--- config.mk ---
export PLATFORM = sky130hd
export DESIGN_NAME = midpoint_ellipse_rasterizer
export DESIGN_NICKNAME = d
export VERILOG_FILES = /design/src/rtl/core/mer_pkg.sv /design/src/rtl/core/mer_ctrl.sv /design/src/rtl/core/mer_dp.sv /design/src/rtl/core/midpoint_ellipse_rasterizer.sv
export SDC_FILE = /design/constraint.sdc
export NUM_CORES = 2
export LEC_CHECK = 0
export ABC_CLOCK_PERIOD_IN_PS = 19350
export BUFFER_PORTS_ARGS = -buffer_cell sky130_fd_sc_hd__buf_2
export CAP_MARGIN = 20
export CORE_UTILIZATION = 45
export DETAILED_ROUTE_END_ITERATION = 6
export HOLD_SLACK_MARGIN = 0.15
export PLACE_DENSITY = 0.68
export SLEW_MARGIN = 20
export SYNTH_ARGS = -nofsm -noshare
export SYNTH_HDL_FRONTEND = slang
export SYNTH_SLANG_ARGS = --single-unit
--- constraint.sdc ---
create_clock -name clk -period 19.35 [get_ports clk]
set_input_delay 2.9025 -clock clk [delete_from_list [all_inputs] [get_ports clk]]
set_output_delay 2.9025 -clock clk [all_outputs]
set_load 0.01 [all_outputs]
--- src/rtl/core/mer_pkg.sv ---
// Shared types and constants for the midpoint ellipse rasterizer.
// Used by the sequencer, the datapath, the top level and the checker.
`timescale 1ns / 1ps

package mer_pkg;

    localparam int COORD_BITS_DEF  = 12;
    localparam int RADIUS_BITS_DEF = 11;

    // Input word action codes
    localparam logic ACT_START   = 1'b0;
    localparam logic ACT_ADVANCE = 1'b1;

    // Datapath operations issued by the sequencer
    typedef enum logic [3:0] {
        OP_NONE,
        OP_LOAD,
        OP_SQ_RX,
        OP_SQ_RY,
        OP_RX2_RY,
        OP_INIT,
        OP_TX_SQ,
        OP_RY2_TX,
        OP_TY_SQ,
        OP_RX2_TY,
        OP_RX2_RY2,
        OP_SWITCH,
        OP_EMIT
    } dp_op_t;

    typedef struct packed {
        logic active;
        logic need_switch;
        logic out_free;
    } dp_status_t;

endpackage

--- src/rtl/core/mer_ctrl.sv ---
// Sequencer for the midpoint ellipse rasterizer.
// Steps the shared multiplier through setup and region switch and paces the emit step; depends on mer_pkg.
`timescale 1ns / 1ps

module mer_ctrl
    import mer_pkg::*;
(
    input  logic       clk,
    input  logic       rst_n,
    input  logic       in_valid,
    input  logic       action,
    output logic       in_stall,
    output dp_op_t     op,
    input  dp_status_t status
);

    typedef enum logic [11:0] {
        ST_IDLE     = 12'b0000_0000_0001,
        ST_SQ_RX    = 12'b0000_0000_0010,
        ST_SQ_RY    = 12'b0000_0000_0100,
        ST_RX2_RY   = 12'b0000_0000_1000,
        ST_INIT     = 12'b0000_0001_0000,
        ST_TX_SQ    = 12'b0000_0010_0000,
        ST_RY2_TX   = 12'b0000_0100_0000,
        ST_TY_SQ    = 12'b0000_1000_0000,
        ST_RX2_TY   = 12'b0001_0000_0000,
        ST_RX2_RY2  = 12'b0010_0000_0000,
        ST_SWITCH   = 12'b0100_0000_0000,
        ST_EMIT     = 12'b1000_0000_0000
    } state_t;

    state_t state_reg;
    state_t state_next;

    assign in_stall = (state_reg != ST_IDLE);

    always_comb
    begin
        state_next = state_reg;
        op         = OP_NONE;
        unique case (state_reg)
            ST_IDLE:
            begin
                if (in_valid)
                begin
                    if (action == ACT_START)
                    begin
                        op         = OP_LOAD;
                        state_next = ST_SQ_RX;
                    end
                    else if (status.active)
                    begin
                        // rebuild the decision term before the first region-two word
                        state_next = status.need_switch ? ST_TX_SQ : ST_EMIT;
                    end
                end
            end
            ST_SQ_RX:
            begin
                op         = OP_SQ_RX;
                state_next = ST_SQ_RY;
            end
            ST_SQ_RY:
            begin
                op         = OP_SQ_RY;
                state_next = ST_RX2_RY;
            end
            ST_RX2_RY:
            begin
                op         = OP_RX2_RY;
                state_next = ST_INIT;
            end
            ST_INIT:
            begin
                op         = OP_INIT;
                state_next = ST_IDLE;
            end
            ST_TX_SQ:
            begin
                op         = OP_TX_SQ;
                state_next = ST_RY2_TX;
            end
            ST_RY2_TX:
            begin
                op         = OP_RY2_TX;
                state_next = ST_TY_SQ;
            end
            ST_TY_SQ:
            begin
                op         = OP_TY_SQ;
                state_next = ST_RX2_TY;
            end
            ST_RX2_TY:
            begin
                op         = OP_RX2_TY;
                state_next = ST_RX2_RY2;
            end
            ST_RX2_RY2:
            begin
                op         = OP_RX2_RY2;
                state_next = ST_SWITCH;
            end
            ST_SWITCH:
            begin
                op         = OP_SWITCH;
                state_next = ST_EMIT;
            end
            ST_EMIT:
            begin
                // hold until the output register can take the word
                if (status.out_free)
                begin
                    op         = OP_EMIT;
                    state_next = ST_IDLE;
                end
            end
            default:
            begin
                state_next = ST_IDLE;
            end
        endcase
    end

    always_ff @(posedge clk or negedge rst_n)
    begin
        if (!rst_n)
        begin
            state_reg <= ST_IDLE;
        end
        else
        begin
            state_reg <= state_next;
        end
    end

endmodule

--- src/rtl/core/mer_dp.sv ---
// Datapath for the midpoint ellipse rasterizer: ellipse state, shared multiplier,
// step arithmetic and the output register. Depends on mer_pkg.
`timescale 1ns / 1ps

module mer_dp
    import mer_pkg::*;
#(
    parameter int COORD_BITS  = COORD_BITS_DEF,
    parameter int RADIUS_BITS = RADIUS_BITS_DEF
)
(
    input  logic                          clk,
    input  logic                          rst_n,
    input  dp_op_t                        op,
    output dp_status_t                    status,
    input  logic [COORD_BITS-1:0]         center_x,
    input  logic [COORD_BITS-1:0]         center_y,
    input  logic [RADIUS_BITS-1:0]        axis_x,
    input  logic [RADIUS_BITS-1:0]        axis_y,
    output logic                          out_valid,
    input  logic                          out_stall,
    output logic signed [COORD_BITS+1:0]  pt0_x,
    output logic signed [COORD_BITS+1:0]  pt0_y,
    output logic signed [COORD_BITS+1:0]  pt1_x,
    output logic signed [COORD_BITS+1:0]  pt1_y,
    output logic signed [COORD_BITS+1:0]  pt2_x,
    output logic signed [COORD_BITS+1:0]  pt2_y,
    output logic signed [COORD_BITS+1:0]  pt3_x,
    output logic signed [COORD_BITS+1:0]  pt3_y,
    output logic                          last
);

    localparam int R       = RADIUS_BITS;
    localparam int SQ_W    = 2 * R;
    localparam int OFF_W   = R + 1;
    localparam int SLOPE_W = 3 * R + 3;
    localparam int DEC_W   = 4 * R + 4;
    localparam int MB_W    = 2 * R + 4;
    localparam int PT_W    = COORD_BITS + 2;
    localparam int SUM_W   = (PT_W > OFF_W + 1) ? PT_W : OFF_W + 1;

    // control state
    logic active_reg;
    logic region2_reg;
    logic out_valid_reg;

    // ellipse state
    logic        [COORD_BITS-1:0] mid_x_reg;
    logic        [COORD_BITS-1:0] mid_y_reg;
    logic        [R-1:0]          rad_x_reg;
    logic        [SQ_W-1:0]       rx2_reg;
    logic        [SQ_W-1:0]       ry2_reg;
    logic        [OFF_W-1:0]      off_x_reg;
    logic        [OFF_W-1:0]      off_y_reg;
    logic signed [SLOPE_W-1:0]    sdx_reg;
    logic signed [SLOPE_W-1:0]    sdy_reg;
    logic signed [DEC_W-1:0]      dec_reg;
    logic        [DEC_W-1:0]      prod_reg;
    logic signed [DEC_W-1:0]      acc_reg;

    // output word
    logic signed [PT_W-1:0] pt0_x_reg;
    logic signed [PT_W-1:0] pt0_y_reg;
    logic signed [PT_W-1:0] pt1_x_reg;
    logic signed [PT_W-1:0] pt1_y_reg;
    logic signed [PT_W-1:0] pt2_x_reg;
    logic signed [PT_W-1:0] pt2_y_reg;
    logic signed [PT_W-1:0] pt3_x_reg;
    logic signed [PT_W-1:0] pt3_y_reg;
    logic                   last_reg;

    // multiplier
    logic [SQ_W-1:0]  mul_a;
    logic [MB_W-1:0]  mul_b;
    logic [DEC_W-1:0] mul_p;
    logic [R+1:0]     tx;
    logic [OFF_W-1:0] ty_abs;

    // step arithmetic
    logic signed [DEC_W-1:0]   rx2_d;
    logic signed [DEC_W-1:0]   ry2_d;
    logic signed [DEC_W-1:0]   prod_d;
    logic signed [SLOPE_W-1:0] two_rx2;
    logic signed [SLOPE_W-1:0] two_ry2;
    logic signed [SLOPE_W-1:0] sdx_inc;
    logic signed [SLOPE_W-1:0] sdy_dec;
    logic signed [DEC_W-1:0]   sdx_inc_d;
    logic signed [DEC_W-1:0]   sdy_dec_d;
    logic signed [DEC_W-1:0]   term;
    logic        [OFF_W-1:0]   off_x_next;
    logic        [OFF_W-1:0]   off_y_next;
    logic signed [SLOPE_W-1:0] sdx_next;
    logic signed [SLOPE_W-1:0] sdy_next;
    logic signed [DEC_W-1:0]   dec_next;
    logic                      last_now;

    // point sums
    logic [SUM_W-1:0] mx;
    logic [SUM_W-1:0] my;
    logic [SUM_W-1:0] ox;
    logic [SUM_W-1:0] oy;
    logic [SUM_W-1:0] x_plus;
    logic [SUM_W-1:0] x_minus;
    logic [SUM_W-1:0] y_plus;
    logic [SUM_W-1:0] y_minus;

    assign status.active      = active_reg;
    assign status.need_switch = !region2_reg && (sdx_reg >= sdy_reg);
    assign status.out_free    = !out_valid_reg || !out_stall;

    assign tx     = {off_x_reg, 1'b1};
    assign ty_abs = (off_y_reg == '0) ? OFF_W'(1) : off_y_reg - OFF_W'(1);

    always_comb
    begin
        mul_a = '0;
        mul_b = '0;
        unique case (op)
            OP_SQ_RX:
            begin
                mul_a = SQ_W'(rad_x_reg);
                mul_b = MB_W'(rad_x_reg);
            end
            OP_SQ_RY:
            begin
                mul_a = SQ_W'(off_y_reg);
                mul_b = MB_W'(off_y_reg);
            end
            OP_RX2_RY:
            begin
                mul_a = rx2_reg;
                mul_b = MB_W'(off_y_reg);
            end
            OP_TX_SQ:
            begin
                mul_a = SQ_W'(tx);
                mul_b = MB_W'(tx);
            end
            OP_RY2_TX:
            begin
                mul_a = ry2_reg;
                mul_b = prod_reg[MB_W-1:0];
            end
            OP_TY_SQ:
            begin
                mul_a = SQ_W'(ty_abs);
                mul_b = MB_W'(ty_abs);
            end
            OP_RX2_TY:
            begin
                mul_a = rx2_reg;
                mul_b = prod_reg[MB_W-1:0];
            end
            OP_RX2_RY2:
            begin
                mul_a = rx2_reg;
                mul_b = MB_W'(ry2_reg);
            end
            default:
            begin
                mul_a = '0;
                mul_b = '0;
            end
        endcase
    end

    assign mul_p = {{MB_W{1'b0}}, mul_a} * {{SQ_W{1'b0}}, mul_b};

    assign rx2_d     = DEC_W'(rx2_reg);
    assign ry2_d     = DEC_W'(ry2_reg);
    assign prod_d    = prod_reg;
    assign two_rx2   = SLOPE_W'({rx2_reg, 1'b0});
    assign two_ry2   = SLOPE_W'({ry2_reg, 1'b0});
    assign sdx_inc   = sdx_reg + two_ry2;
    assign sdy_dec   = sdy_reg - two_rx2;
    assign sdx_inc_d = DEC_W'(sdx_inc);
    assign sdy_dec_d = DEC_W'(sdy_dec);
    assign last_now  = region2_reg && (off_y_reg == '0);

    always_comb
    begin
        off_x_next = off_x_reg;
        off_y_next = off_y_reg;
        sdx_next   = sdx_reg;
        sdy_next   = sdy_reg;
        term       = '0;
        if (!region2_reg)
        begin
            off_x_next = off_x_reg + OFF_W'(1);
            sdx_next   = sdx_inc;
            if (dec_reg[DEC_W-1])
            begin
                term = sdx_inc_d + ry2_d;
            end
            else
            begin
                off_y_next = off_y_reg - OFF_W'(1);
                sdy_next   = sdy_dec;
                term       = sdx_inc_d - sdy_dec_d + ry2_d;
            end
        end
        else
        begin
            off_y_next = off_y_reg - OFF_W'(1);
            sdy_next   = sdy_dec;
            if (!dec_reg[DEC_W-1] && (dec_reg != '0))
            begin
                term = rx2_d - sdy_dec_d;
            end
            else
            begin
                off_x_next = off_x_reg + OFF_W'(1);
                sdx_next   = sdx_inc;
                term       = sdx_inc_d - sdy_dec_d + rx2_d;
            end
        end
        dec_next = dec_reg + (term <<< 2);
    end

    assign mx      = SUM_W'(mid_x_reg);
    assign my      = SUM_W'(mid_y_reg);
    assign ox      = SUM_W'(off_x_reg);
    assign oy      = SUM_W'(off_y_reg);
    assign x_plus  = mx + ox;
    assign x_minus = mx - ox;
    assign y_plus  = my + oy;
    assign y_minus = my - oy;

    always_ff @(posedge clk or negedge rst_n)
    begin
        if (!rst_n)
        begin
            active_reg    <= 1'b0;
            region2_reg   <= 1'b0;
            out_valid_reg <= 1'b0;
        end
        else
        begin
            if (op == OP_LOAD)
            begin
                active_reg  <= 1'b1;
                region2_reg <= 1'b0;
            end
            if (op == OP_SWITCH)
            begin
                region2_reg <= 1'b1;
            end
            if (op == OP_EMIT)
            begin
                out_valid_reg <= 1'b1;
                if (last_now)
                begin
                    active_reg <= 1'b0;
                end
            end
            else if (!out_stall)
            begin
                out_valid_reg <= 1'b0;
            end
        end
    end

    always_ff @(posedge clk)
    begin
        unique case (op)
            OP_LOAD:
            begin
                mid_x_reg <= center_x;
                mid_y_reg <= center_y;
                rad_x_reg <= axis_x;
                off_x_reg <= '0;
                off_y_reg <= OFF_W'(axis_y);
                sdx_reg   <= '0;
            end
            OP_SQ_RX:
            begin
                prod_reg <= mul_p;
            end
            OP_SQ_RY:
            begin
                rx2_reg  <= prod_reg[SQ_W-1:0];
                prod_reg <= mul_p;
            end
            OP_RX2_RY:
            begin
                ry2_reg  <= prod_reg[SQ_W-1:0];
                prod_reg <= mul_p;
            end
            OP_INIT:
            begin
                sdy_reg <= SLOPE_W'({prod_reg, 1'b0});
                dec_reg <= (ry2_d <<< 2) - (prod_d <<< 2) + rx2_d;
            end
            OP_TX_SQ, OP_RY2_TX, OP_RX2_TY:
            begin
                prod_reg <= mul_p;
            end
            OP_TY_SQ:
            begin
                acc_reg  <= prod_d;
                prod_reg <= mul_p;
            end
            OP_RX2_RY2:
            begin
                acc_reg  <= acc_reg + (prod_d <<< 2);
                prod_reg <= mul_p;
            end
            OP_SWITCH:
            begin
                dec_reg <= acc_reg - (prod_d <<< 2);
            end
            OP_EMIT:
            begin
                pt0_x_reg <= x_plus[PT_W-1:0];
                pt0_y_reg <= y_plus[PT_W-1:0];
                pt1_x_reg <= x_minus[PT_W-1:0];
                pt1_y_reg <= y_plus[PT_W-1:0];
                pt2_x_reg <= x_plus[PT_W-1:0];
                pt2_y_reg <= y_minus[PT_W-1:0];
                pt3_x_reg <= x_minus[PT_W-1:0];
                pt3_y_reg <= y_minus[PT_W-1:0];
                last_reg  <= last_now;
                if (!last_now)
                begin
                    off_x_reg <= off_x_next;
                    off_y_reg <= off_y_next;
                    sdx_reg   <= sdx_next;
                    sdy_reg   <= sdy_next;
                    dec_reg   <= dec_next;
                end
            end
            default:
            begin
                // hold
            end
        endcase
    end

    assign out_valid = out_valid_reg;
    assign pt0_x     = pt0_x_reg;
    assign pt0_y     = pt0_y_reg;
    assign pt1_x     = pt1_x_reg;
    assign pt1_y     = pt1_y_reg;
    assign pt2_x     = pt2_x_reg;
    assign pt2_y     = pt2_y_reg;
    assign pt3_x     = pt3_x_reg;
    assign pt3_y     = pt3_y_reg;
    assign last      = last_reg;

endmodule

--- src/rtl/core/midpoint_ellipse_rasterizer.sv ---
// Start word: accepted, then setup on the shared multiplier (squares, rx^2*ry, decision setup);
// no result. Advance word: accepted in idle; the emit state registers the point set when the
// output register is free. Input stalls until the sequencer is back in idle, one word at a time.
// The advance that enters region two first runs the multiplier chain and the region switch.
// Async active-low reset clears the sequencer, active/region flags and out_valid;
// the block then ignores advance words until a start word arrives.
`timescale 1ns / 1ps

module midpoint_ellipse_rasterizer
    import mer_pkg::*;
#(
    parameter int COORD_BITS  = COORD_BITS_DEF,
    parameter int RADIUS_BITS = RADIUS_BITS_DEF
)
(
    input  logic                          clk,
    input  logic                          rst_n,
    input  logic                          in_valid,
    output logic                          in_stall,
    input  logic                          action,
    input  logic [COORD_BITS-1:0]         center_x,
    input  logic [COORD_BITS-1:0]         center_y,
    input  logic [RADIUS_BITS-1:0]        axis_x,
    input  logic [RADIUS_BITS-1:0]        axis_y,
    output logic                          out_valid,
    input  logic                          out_stall,
    output logic signed [COORD_BITS+1:0]  pt0_x,
    output logic signed [COORD_BITS+1:0]  pt0_y,
    output logic signed [COORD_BITS+1:0]  pt1_x,
    output logic signed [COORD_BITS+1:0]  pt1_y,
    output logic signed [COORD_BITS+1:0]  pt2_x,
    output logic signed [COORD_BITS+1:0]  pt2_y,
    output logic signed [COORD_BITS+1:0]  pt3_x,
    output logic signed [COORD_BITS+1:0]  pt3_y,
    output logic                          last
);

    dp_op_t     op;
    dp_status_t status;

    mer_ctrl u_ctrl (
        .clk      (clk),
        .rst_n    (rst_n),
        .in_valid (in_valid),
        .action   (action),
        .in_stall (in_stall),
        .op       (op),
        .status   (status)
    );

    mer_dp #(
        .COORD_BITS  (COORD_BITS),
        .RADIUS_BITS (RADIUS_BITS)
    ) u_dp (
        .clk       (clk),
        .rst_n     (rst_n),
        .op        (op),
        .status    (status),
        .center_x  (center_x),
        .center_y  (center_y),
        .axis_x    (axis_x),
        .axis_y    (axis_y),
        .out_valid (out_valid),
        .out_stall (out_stall),
        .pt0_x     (pt0_x),
        .pt0_y     (pt0_y),
        .pt1_x     (pt1_x),
        .pt1_y     (pt1_y),
        .pt2_x     (pt2_x),
        .pt2_y     (pt2_y),
        .pt3_x     (pt3_x),
        .pt3_y     (pt3_y),
        .last      (last)
    );

endmodule

== Word level (Yosys, flattened, before mapping) ==
Index checks and enable logic that the tools add are counted.
Word-level totals
  flip-flop bits (word level): 391
  input port bits: 51
  logic and storage cells: 139
Cells by class
  $add $sub $neg: 18
  multiply operators: 1
  $lt $le $gt $ge: 1
  equal/unequal tests: 32
  multiplexer cells: 42
  reductions and logical operators: 24
Operator list (count)
  $mux W36: 6
  $pmux W26 S6: 1
  $mux W12: 12
  $pmux W36 S2: 2
  $pmux W48 S3: 1
  $mux W46: 3
  $pmux W12 S11: 1
  $pmux W22 S6: 1
  $add A48 B48 Y48: 2
  $pmux W48 S2: 1
  $add A37 B23 Y38: 2
  $add A48 B23 Y48: 1
  $mul A22 B26 Y48: 1
  $mux W48: 1
  $pmux W12 S2: 2
  $pmux W4 S12: 1
  $reduce_bool A48 Y1: 1
  $sub A25 B48 Y48: 1
  $sub A48 B48 Y48: 1
  $add A36 B23 Y37: 1
  $sub A23 B36 Y37: 1
  $sub A36 B36 Y37: 1
  $add A36 B24 Y36: 1
  $ge A36 B36 Y1: 1
  39 further kinds: 72

== Depth between registers and ports, before layout ==
  word-level depth: 8
  gate-level depth with buffers: 45
  mapped depth without buffers: 44

== Cells and area by module ==
Synthesis repeated with hierarchy kept, for this count alone.
Second synthesis, totals
  cell total of the unflattened synthesis: 6419
  area total of the unflattened synthesis: 55419.4 µm²
By module, submodules not included
  mer_dp: times used 1, cells an instance 6327, area an instance 54553.6 µm², sequential area each 11125.7 µm²
  mer_ctrl: times used 1, cells an instance 92, area an instance 865.8 µm², sequential area each 301.5 µm²

== Worst setup path before layout ==
No wires, ideal clock.
  path type: reg2reg
  start: register u_ctrl.state_reg[7]
  end: register u_dp.prod_reg[45], in the netlist u_dp.prod_d[45] (data pin)
  setup time: 0.258 ns
  arrival: 10.963 ns
  path slack: 8.129 ns
  cell stages (with the launch flop): 41
  period minus slack after synthesis: 11.221 ns
  cell sequence: dfrtp_1 > nor4_1 > and2_1 > clkbuf_1 > nand3_1 > nor3b_1 > nor2_1 > nand2_1 > clkbuf_1 > a222oi_1 > nand2_1 > clkbuf_1 > nand2_1 > fa_1 > inv_1 > fa_1 > inv_1 > fa_1 > (+5 left out) > fa_1 > inv_1 > fa_1 > inv_1 > ha_1 > a211o_1 > a211oi_1 > nand2_1 > a21oi_1 > o21a_1 > o21ai_1 > a21o_1 > a21o_1 > a41o_1 > o41a_1 > a221o_1 > a21oi_1 > xnor2_1
Between the ends
  word-level cells in the longest chain between the ends: 6
  elaborated cells between the ends (all ways): 27
  classes of those cells: mul (1); eq/ne (20); mux (3); reduce/logical (3)
Ends and longest elaborated chain
  start: declaration: RTL line mer_ctrl.sv:32  | state_t state_reg;
  start signal: assignment: RTL line mer_ctrl.sv:132  | state_reg <= state_next;
  $eq A12 B12 Y1, or another cell as far along: RTL line mer_ctrl.sv:41  | unique case (state_reg)
  $pmux W4 S12 *: RTL line mer_ctrl.sv:41
  $eq A4 B3 Y1, or another cell as far along: RTL line mer_dp.sv:118  | unique case (op)
  $reduce_or A3 Y1 (no line) or $reduce_or A2 Y1 (tied branches)
  $pmux W22 S6 or $pmux W26 S6 (tied branches): RTL line mer_dp.sv:118
  $mul A22 B26 Y48 *: RTL line mer_dp.sv:167  | assign mul_p = {{MB_W{1'b0}}, mul_a} * {{SQ_W{1'b0}}, mul_b};
  via u_dp.mul_p[45]: RTL line mer_dp.sv:75  | logic [DEC_W-1:0] mul_p;
  end signal: assignment: RTL line mer_dp.sv:277  | prod_reg <= mul_p;
  end signal: assignment: RTL line mer_dp.sv:282  | prod_reg <= mul_p;
  end signal: assignment: RTL line mer_dp.sv:287  | prod_reg <= mul_p;
  end: declaration: RTL line mer_dp.sv:58  | logic [DEC_W-1:0] prod_reg;
The timed path passes the listed nets; every way through them passes the cells marked *.
A chain may end at the register's enable or synchronous reset.

== Final worst setup path ==
  start: register u_dp.off_y_reg[1]
  end: register u_dp.prod_reg[45], in the netlist u_dp.prod_d[45] (data pin)
Between the ends
  word-level cells in the longest chain between the ends: 4
  elaborated cells between the ends (all ways): 6
  classes of those cells: add/sub (1); mul (1); mux (3); reduce/logical (1)
Ends and longest elaborated chain
  start: declaration: RTL line mer_dp.sv:54  | logic [OFF_W-1:0] off_y_reg;
  start signal: assignment: RTL line mer_dp.sv:272  | off_y_reg <= OFF_W'(axis_y);
  start signal: assignment: RTL line mer_dp.sv:326  | off_y_reg <= off_y_next;
  $sub A12 B1 Y12 or $logic_not A12 Y1 (tied branches): RTL line mer_dp.sv:112  | assign ty_abs = (off_y_reg == '0) ? OFF_W'(1) : off_y_reg - OFF_W'(1);
  $mux W12: RTL line mer_dp.sv:112
  $pmux W22 S6 or $pmux W26 S6 (tied branches): RTL line mer_dp.sv:118
  $mul A22 B26 Y48 *: RTL line mer_dp.sv:167
  via u_dp.mul_p[45]: RTL line mer_dp.sv:75
Marked as above.

==> metrics.md <==
| Metric | Value |
|---|---|
| VDD IR max | 81.6 µV |
| Final wirelength | roughly 180000 µm |
| CTS tree | done |
| Worst Path Arrival | roughly 12000 ps |
| Residual DRC count | 0 |
| M1 WL | 76900 µm |
| Total Die Area | approximately 120000 µm² |
| Required time of the critical path | 19740 ps |
| Worst setup SP type | flop |
| Post-route cell area | 59700 µm² |
| Total number of vias | 47700 |
| Number of global-route vias before repair | roughly 46000 |
| Endpoint class of the critical path | flop |
| Die Wd | 353 µm |
| Cell count after synthesis | 6440 |
| Seq pwr share | 21.4% |
| Unrepaired setup endpoints after global routing | false |
| Met2 WL | 78900 µm |
| Final Setup Violations | 0 |
| Diodes inserted | 0 |
| Root Driver | clkbuf_16 |
| Most used cell, CP | fa_1 |
| Top sig layer | met5 |
| Crit-path max cell delay | 990 ps |
| Setup TNS | 0 ps |
| Largest net degree at the start of global routing | between 70 and 80 |
| Worst-Skew Late Latency | about 670 ps |
| Die Y | 353 µm |
| Combinational fraction of design power | 60.6% |
| Seq/Total Area, Yosys | 20.6% |
| Post-synth EDFFs | around 370 |
| Global-route wire length before repair | between 200000 and 300000 µm |
| Yosys warns | 0 |
| Async set-reset flop share out of synthesis | 3.92% |
| Pleak | 26.9 nW |
| Final Max Tran Viols | 0 |
| CTS Buf Count | 48 |
| Rows | 128 |
| Share of cells above drive strength 1 | 6.54% |
| Synth cell types | 108 |
| Syn Std Cell Area | 55600 µm² |
| Post-place instance area | 57900 µm² |
| Final worst path period need | 11180 ps |
| Clock sink total | 383 |
| Synth Area per Inst | around 8.6 µm² |
| Detail Route Antenna Nets | 0 |
| Clock tree buffer depth | 3 |
| Worst-path clk slew | 60 ps |
| Crit path max fanout | 15 |
| Wire length per cell | 22.1 µm |
| Period utilization | about 58% |
| Overall Power | 5.48 mW |
| Post-CTS sizing | 0 |
| I/O Buffers | 161 |
| Power density over the cells | 91.9 nW/µm² |
| Detailed Route Iter0 Violations | 4952 |
| Net Sw Power | 2.59 mW |
| Core region area | 122000 µm² |
| Hpwl dp | 144000 µm |
| Flops & latches, synth | 383 |
| P_int | 2.90 mW |
| Hold Path Class | flop to flop |
| H-tree level count | 2 |
| Max Freq | between 80 and 90 MHz |
| Final hold vios | 0 |
| Met3 wire length | 17400 µm |
| Initial antenna violation count | 4 |
| Area grow syn2layout | 7.34% |
| # Post-CTS Setup Buffers | 0 |
| Worst Tran Pin Value | about 1200 ps |
| Total GRT Usage | 28.2% |
| Net Sw Frac | 47.2% |
| Clock group share of total power | about 18% |
| CTS Hold Bufs | 0 |
| I/O pin count | roughly 170 |
| Max_slew headroom | 20.2% |
| Initial core utilization | 45.5% |
| Nets | 7590 |
| Slowest-stage cell, CP | nand4_1 |
| Post-synth top flop | edfxtp_1 |
| Placer Congestion | 1.04 |
| Post-DR vias/cell | 5.88 |
| WS Path Type | flop to flop |
| Final Skew | 37.4 ps |
| Max Cap Viol | 0 |
| Drt first pass iters | 6 |
| GRT overflow | 0 |
| Outcome | complete, no violations |
critical path: cells and delay by family (launching register included):
kind / cells / cell delay, ps
AOI/OAI and AO/OA: 11 / 2980
xor gates and xnor gates: 1 / 80
DFF: 1 / 530
and+or+nand+nor: 8 / 3130
buffers and inverters: 3 / 330
adders and majority gates: 9 / 3830
final cells by class:
type | instances | area (µm²)
clock buffers | 50 | 1230
clock inverters | 40 | 502
fillers | 11600 | 62500
inverters | 883 | 3320
multi-input cells | 4888 | 39700
flip-flops and latches | 383 | 11400
well taps | 1625 | 2030
repair buffers | 252 | 1490
kinds of logic after synthesis:
family | count (synthesis) | share of synthesized area (%)
xor+xnor | 445 | 7.01
mux | 11 | 0.205
simple gates | 1882 | 15.6
compound gates | 1463 | 17.0
flops | 383 | 20.6
buf+inv | 1172 | 8.38
other cells | 1 | 0.00675
fa+ha+maj | 1083 | 31.3
final timing paths:
kind | start | end | slack, ps | depth (start not counted)
hold / removal | u_ctrl.state_reg[8]$_DFFE_PN0P_ | u_ctrl.state_reg[4]$_DFFE_PN0P_ | 530 | 1
hold reg to reg | u_ctrl.state_reg[8]$_DFFE_PN0P_ | u_ctrl.state_reg[4]$_DFFE_PN0P_ | 530 | 1
min in group asynchronous | rst_n | u_dp.out_valid$_DFFE_PN0P_ | 2150 | 1
setup reg to reg | u_dp.off_y_reg[1]$_DFFE_PP_ | u_dp.prod_d[45]$_DFFE_PP_ | 8170 | 32
setup / recovery | u_dp.off_y_reg[1]$_DFFE_PP_ | u_dp.prod_d[45]$_DFFE_PP_ | 8170 | 32
max in group asynchronous | rst_n | u_ctrl.state_reg[0]$_DFFE_PN1P_ | 16880 | 1
Yosys cell counts (21+ instances only):
cell type / instances / area (µm²)
nor3_1: 77 / 385
a211oi_1: 54 / 405
nor4_1: 28 / 175
nor2_1: 554 / 2080
o21bai_1: 82 / 616
a21oi_1: 383 / 1920
nor2b_1: 53 / 332
xor2_1: 107 / 937
o21ai_0: 340 / 1700
o21a_1: 55 / 413
edfxtp_1: 368 / 11100
nand4_1: 62 / 388
inv_1: 880 / 3300
fa_1: 511 / 10200
clkbuf_1: 205 / 769
nand2b_1: 70 / 438
or3_1: 32 / 200
and3_1: 70 / 438
o211ai_1: 32 / 240
nand2_1: 703 / 2640
ha_1: 572 / 7160
buf_4: 63 / 473
a31oi_1: 40 / 250
o21ai_1: 23 / 115
nand3_1: 79 / 395
a22o_1: 21 / 184
xnor2_1: 338 / 2960
and2_1: 61 / 382
a22oi_1: 58 / 435
a21o_1: 167 / 1250
power by group through the flow:
stage | clock network (mW) | logic, mW | registers (mW)
after global routing | 1.03 | 3.64 | 1.18
after global placement | 0 | 3.20 | 1.18
after CTS | 1.00 | 3.26 | 1.16
after floorplan | 0 | 2.46 | 1.12
after detailed placement | 0 | 3.23 | 1.18
final | 0.986 | 3.33 | 1.17
routing by layer:
metal  GRT usage (%)  vias to the layer above
li1                -                    21800
met1            40.5                    23400
met2            43.6                     2166
met3            4.20                      338
met4            8.79                        4
met5               0                        -
per-stage QoR:
step,hold WS [ps],utilization (%),worst slack [ps],cells
after floorplan,477,-,8130,6443
after global placement,512,47.4,8610,8031
after detailed placement,517,47.4,8360,8031
after CTS,525,48.8,8300,8121
after global routing,565,48.8,7610,8121
final,530,48.8,8170,8121
placed cells by master (no fill, tap or decap), types with 48 or more instances in the layout:
| cell | count |
|---|---|
| clkbuf_16 | 48 |
| nand2_1 | 701 |
| o21ai_0 | 335 |
| xnor2_1 | 338 |
| nand3_1 | 79 |
| nor2b_1 | 53 |
| nand4_1 | 62 |
| and3_1 | 70 |
| xor2_1 | 107 |
| a22oi_1 | 58 |
| nor2_1 | 552 |
| nor3_1 | 76 |
| o21a_1 | 55 |
| nand2b_1 | 70 |
| a21o_1 | 167 |
| inv_1 | 879 |
| a21oi_1 | 383 |
| and2_1 | 61 |
| ha_1 | 572 |
| fa_1 | 511 |
| a211oi_1 | 50 |
| edfxtp_1 | 368 |
| buf_2 | 161 |
| o21bai_1 | 82 |
| buf_4 | 91 |
Power figures use the tool's default switching activity.
